===== src/design/kwhm_pkg.sv =====
`timescale 1ns / 1ps
// ----------------------------------------------------------------------------
// kwhm_pkg
// Shared types and constants of the k-way merge priority queue.
// ----------------------------------------------------------------------------
package kwhm_pkg;

  localparam int KEY_W        = 32;
  localparam int RUN_W        = 6;
  localparam int COUNT_W      = 7;
  localparam int STATUS_W     = 2;
  localparam int MAX_RUNS_DEF = 64;
  localparam int DATA_W       = 32;
  localparam int ADDR_W       = 3;

  typedef enum logic {
    CMD_INSERT  = 1'b0,
    CMD_ADVANCE = 1'b1
  } cmd_t;

  typedef enum logic [STATUS_W-1:0] {
    ST_OK    = 2'd0,
    ST_FULL  = 2'd1,
    ST_EMPTY = 2'd2
  } status_t;

  typedef enum logic [ADDR_W-1:0] {
    REG_DROP_DUP = 3'd0
  } reg_addr_t;

  typedef enum logic [1:0] {
    OP_HOLD    = 2'd0,
    OP_INSERT  = 2'd1,
    OP_REPLACE = 2'd2,
    OP_REMOVE  = 2'd3
  } cell_op_t;

  typedef struct packed {
    logic             cmd;
    logic [KEY_W-1:0] key;
    logic [RUN_W-1:0] run_index;
    logic             run_exhausted;
  } in_req_t;

  typedef struct packed {
    logic [KEY_W-1:0]    emitted_key;
    logic                emitted_valid;
    logic [KEY_W-1:0]    top_key;
    logic [RUN_W-1:0]    top_run;
    logic [COUNT_W-1:0]  heap_count;
    logic [STATUS_W-1:0] status;
  } out_rsp_t;

  typedef struct packed {
    logic             vld;
    logic [KEY_W-1:0] key;
    logic [RUN_W-1:0] run;
  } entry_t;

  typedef struct packed {
    cell_op_t op;
    entry_t   x;
  } cell_ctl_t;

endpackage


===== src/design/kwhm_cell.sv =====
`timescale 1ns / 1ps
// ----------------------------------------------------------------------------
// kwhm_cell
// One slot of the sorted entry row: compares the broadcast entry with its own
// and takes its own, its neighbor's or the new entry.
// ----------------------------------------------------------------------------
module kwhm_cell
  import kwhm_pkg::*;
(
  input  logic      clk,
  input  logic      rst_n,
  input  cell_ctl_t ctl,
  input  entry_t    left_e,
  input  logic      left_lt,
  input  logic      keep_lt,
  input  entry_t    right_e,
  input  logic      right_lt,
  output entry_t    ent,
  output logic      lt
);

  logic             vld_r;
  logic             vld_nxt;
  logic [KEY_W-1:0] key_r;
  logic [RUN_W-1:0] run_r;
  entry_t           ent_nxt;

  assign ent = '{vld: vld_r, key: key_r, run: run_r};

  // broadcast entry orders before this slot; an empty slot is above all
  assign lt = !vld_r || (ctl.x.key < key_r) ||
              ((ctl.x.key == key_r) && (ctl.x.run < run_r));

  always_comb begin
    ent_nxt = ent;
    case (ctl.op)
      OP_INSERT: begin
        if (lt) begin
          ent_nxt = left_lt ? left_e : ctl.x;
        end
      end
      OP_REPLACE: begin
        if (keep_lt) begin
          ent_nxt = ent;
        end else if (right_lt) begin
          ent_nxt = ctl.x;
        end else begin
          ent_nxt = right_e;
        end
      end
      OP_REMOVE: begin
        ent_nxt = right_e;
      end
      default: begin
        ent_nxt = ent;
      end
    endcase
  end

  assign vld_nxt = ent_nxt.vld;

  always_ff @(posedge clk) begin
    if (!rst_n) begin
      vld_r <= 1'b0;
    end else begin
      vld_r <= vld_nxt;
    end
  end

  always_ff @(posedge clk) begin
    key_r <= ent_nxt.key;
    run_r <= ent_nxt.run;
  end

endmodule

===== config.mk =====
export PLATFORM = sky130hd
export DESIGN_NAME = kwhm_cell
export DESIGN_NICKNAME = d
export VERILOG_FILES = /design/src/design/kwhm_pkg.sv /design/src/design/kwhm_cell.sv
export SDC_FILE = /design/constraint.sdc
export NUM_CORES = 1
export LEC_CHECK = 0
export ABC_AREA = 1
export BUFFER_PORTS_ARGS = -buffer_cell sky130_fd_sc_hd__buf_4
export CAP_MARGIN = 10
export CORE_MARGIN = 3
export CORE_UTILIZATION = 40
export DETAILED_ROUTE_END_ITERATION = 10
export PLACE_DENSITY = 0.74
export SLEW_MARGIN = 25
export SYNTH_ARGS = -nofsm -noshare
export SYNTH_HDL_FRONTEND = slang
export SYNTH_SLANG_ARGS = --single-unit

===== constraint.sdc =====
create_clock -name clk -period 6.75 [get_ports clk]
set_input_delay 0.675 -clock clk [delete_from_list [all_inputs] [get_ports clk]]
set_output_delay 0.675 -clock clk [all_outputs]
set_load 0.01 [all_outputs]

==> impl_metrics.toml <==
[global_route]
grt.met2_usage_pct = 36.7
grt-busiest-layer = "met2"
met1_usage_pct = 26.3
globalRouteOverflowTotal = 0
grt_use_total_pct = 21.3
grt_pass1_vias = 3746
antenna_found_initial = 0
grt_pass1_wl_um = 17000
grt_max_degree = 42
gr-usage-met3_pct = 4.81

[synthesis]
synth_top_area_share_pct = 33.4
syn_area_per_cell_um2 = 7.47
synth.distinct_cells = 27
syn-num-nets = 619
synth_area_um2 = 3420
yosys-top-cells-count = "97 x nand2_1, 59 x o21ai_0, 56 x nor2_1"
async_flop_share_pct = 0
synthXorXnorAreaFrac_pct = 0
synth.yosys.seq_area_share_pct = 33.9
synthMuxAreaShare_pct = 0
synth_top_family_by_area = "compound AO/OA/AOI/OAI gates"
synthFlopType = "edfxtp_1"
postSynthCellCount = 458
ys_warn_count = 0
synth_simple_gate_area_share_pct = 19.7
yosys_register_bits = 39
synthAdderAreaFrac_pct = 13.5
synth.most_common_cell = "nand2_1"
synth_compound_area_share_pct = 22.9
ys_top_cells_by_area = "edfxtp_1 33%, ha_1 14%, nand2_1 11%"
synth_edf_count = 38
synth_top_cell_by_area = "edfxtp_1"

[worst_setup_path]
worstSetupEndpointType = "register"
max_stage_delay_ns = 0.63
r2r_slack_ns = 4.18
path_buf_inv = 2
required_ns = 6.67
crit_family = "simple AND/OR/NAND/NOR gates"
worstPathCellList = "buf_4, ha_1, nand2_1, nor2_1, nand3_1, nor2_1, nand3_1, nor2_1, nor2_1, nand3_2, nand2_1, inv_2"
critPathArrivalTime_ns = 2.60
crit_type = "input port to register"
cpMostUsedCell = "nor2_1"
critPathSlowestCell = "inv_2"
setup.worst_path.start_class = "input port"
worstPathMaxFanout = 38

[sta]
fin_tns_setup_ns = 0
tightest_slew_ns = 0.930
finalCritPeriodShare_pct = 39.8
min_period_ns = 2.69
setup_slack_ns = 4.06
setup_viol = 0
slew_violations = 0
finalHoldViolCount = 0
max_freq_mhz = 372
slew_headroom_pct = 37.8
rsz0062_at_grt = "false"
fin_worst_skew_ns = 0.0106
whs_ns = 0.528

[power]
pwr-share-clk_pct = 20.5
intPower_uw = 513
leakage_nw = 2.23
pwr-share-seq_pct = 42.1
power-per-cell-area_nw_per_um2 = 159
combPwrFrac_pct = 37.4
swShare_pct = 32.1
vdd.ir_drop.worst_mv = 0.0847
switching_power_uw = 242
total_power_uw = 756

[detailed_routing]
drc_errors = 0
drt-pass1-iter-count = 5
totalWireLength_um = 10800
drtIter0Drc = 180
wire_per_inst_um = 15.2
ant_nets = 0
via_per_inst = 5.28
num_vias = 3751

[clock_tree]
cts-htree-levels = 2
cts_tree = "built"
cts_buffers = 5
post_cts_buffers = 0
holdBufCountCts = 0
cts_root_buffer = "clkbuf_8"
clock_sinks = 39
cts_max_path_buffers = 2
clk_pin_slew_ns = 0.07
postCtsResizedCells = 0
clk_latency_ns = 0.29

[floorplan]
io_pins = 164
die_h_um = 98.5
core_area_um2 = 8260
row_count = 33
dieArea_um2 = 9700
start_util_pct = 41.4
die_w_um = 98.5

[final_layout]
area_delta_synth_final_pct = 38.8
num-nets-final = 765
n_antenna_cell = 0
drive_above_1_share_pct = 30.7
num-fill-cells = 814

[placed_design]
gp_congestion = 0.820
io_buffer_count = 163
pre_cts_ws_ns = 3.73
hpwl_um = 8070

[min_path]
hold_class = "register to register"

[flow_run]
drv_cap = 0

[run_status]
outcome = "completed"
[cells by family (layout without fill, tap and decap cells)]
logic type	Yosys count	in the layout
AND/OR/NAND/NOR	168	168
AO/OA/AOI/OAI	132	132
buffers and inverters	82	229
flip-flops	39	39
adder cells (fa/ha/maj)	37	37
[final cells by class]
| class | count | area (µm²) | area share [%] |
|---|---|---|---|
| tap | 105 | 131 | 2.77 |
| timing repair buffer | 164 | 1230 | 25.9 |
| clock buffer | 8 | 80.1 | 1.69 |
| inverter | 57 | 214 | 4.50 |
| multi-input combinational | 337 | 1930 | 40.7 |
| sequential | 39 | 1160 | 24.4 |
[cell usage in the layout (no fill, tap or decap)]
cell type,synthesis,layout
inv_1,51,49
nor2_2,2,1
o21a_2,1,1
buf_4,7,164
clkbuf_8,0,5
nand2_1,97,97
o211a_1,1,1
ha_1,37,37
inv_2,6,8
nor2_1,56,55
nand3_1,7,7
a21o_1,1,1
a21boi_0,1,1
and2_4,1,1
nor3_1,1,1
o2111ai_1,8,8
nor2_4,0,2
nor3b_2,1,1
dfxtp_1,1,1
o21ai_1,14,14
nand3_2,2,2
clkbuf_1,13,3
nand2_2,1,1
o21bai_1,1,1
o21ai_0,59,59
o211ai_1,30,30
edfxtp_1,38,38
a21oi_1,16,16
[state kept, by name (all words and copies together) (netlist names)]
| register | cells |
|---|---|
| key_r | 32 |
| run_r | 6 |
| vld_r | 1 |
[worst min-delay path, stage by stage, from the launching register on]
cell     delay, ns
dfxtp_1       0.33
a21oi_1       0.11
nor2_1        0.05
[path summary, 6_finish.rpt]
| path | startpoint | endpoint | depth (start not counted) |
|---|---|---|---|
| min reg2reg | vld_r | vld_r | 2 |
| max | ctl[21] | key_r[12] | 12 |
| max reg2reg | key_r[15] | key_r[12] | 12 |
| min | vld_r | vld_r | 2 |
[power by group through the flow]
| stage | clock network [mW] | logic [mW] | registers (mW) |
|---|---|---|---|
| 3_5_place_dp | 0 | 0.283 | 0.323 |
| 2_1_floorplan | 0 | 0.131 | 0.334 |
| 4_1_cts | 0.160 | 0.285 | 0.318 |
| 3_3_place_gp | 0 | 0.277 | 0.323 |
| 6_report | 0.155 | 0.283 | 0.318 |
| 5_1_grt | 0.172 | 0.317 | 0.321 |
[through the flow]
step | util, % | std cells | cell area, µm²
detailed placement | 56.5 | 702 | 4670
global route | 57.5 | 710 | 4750
floorplan | - | 458 | 3420
global placement | 56.5 | 702 | 4670
finish | 57.5 | 710 | 4750
CTS | 57.5 | 710 | 4750
[routing by layer]
| layer | vias to the layer above | share of wire (%) |
|---|---|---|
| met4 | 0 | 1.6 |
| met3 | 13 | 7.5 |
| met2 | 159 | 49 |
| li1 | 1853 | - |
| met1 | 1726 | 41 |
| met5 | - | 0 |
Note: power is estimated with default switching activity, not from simulation.
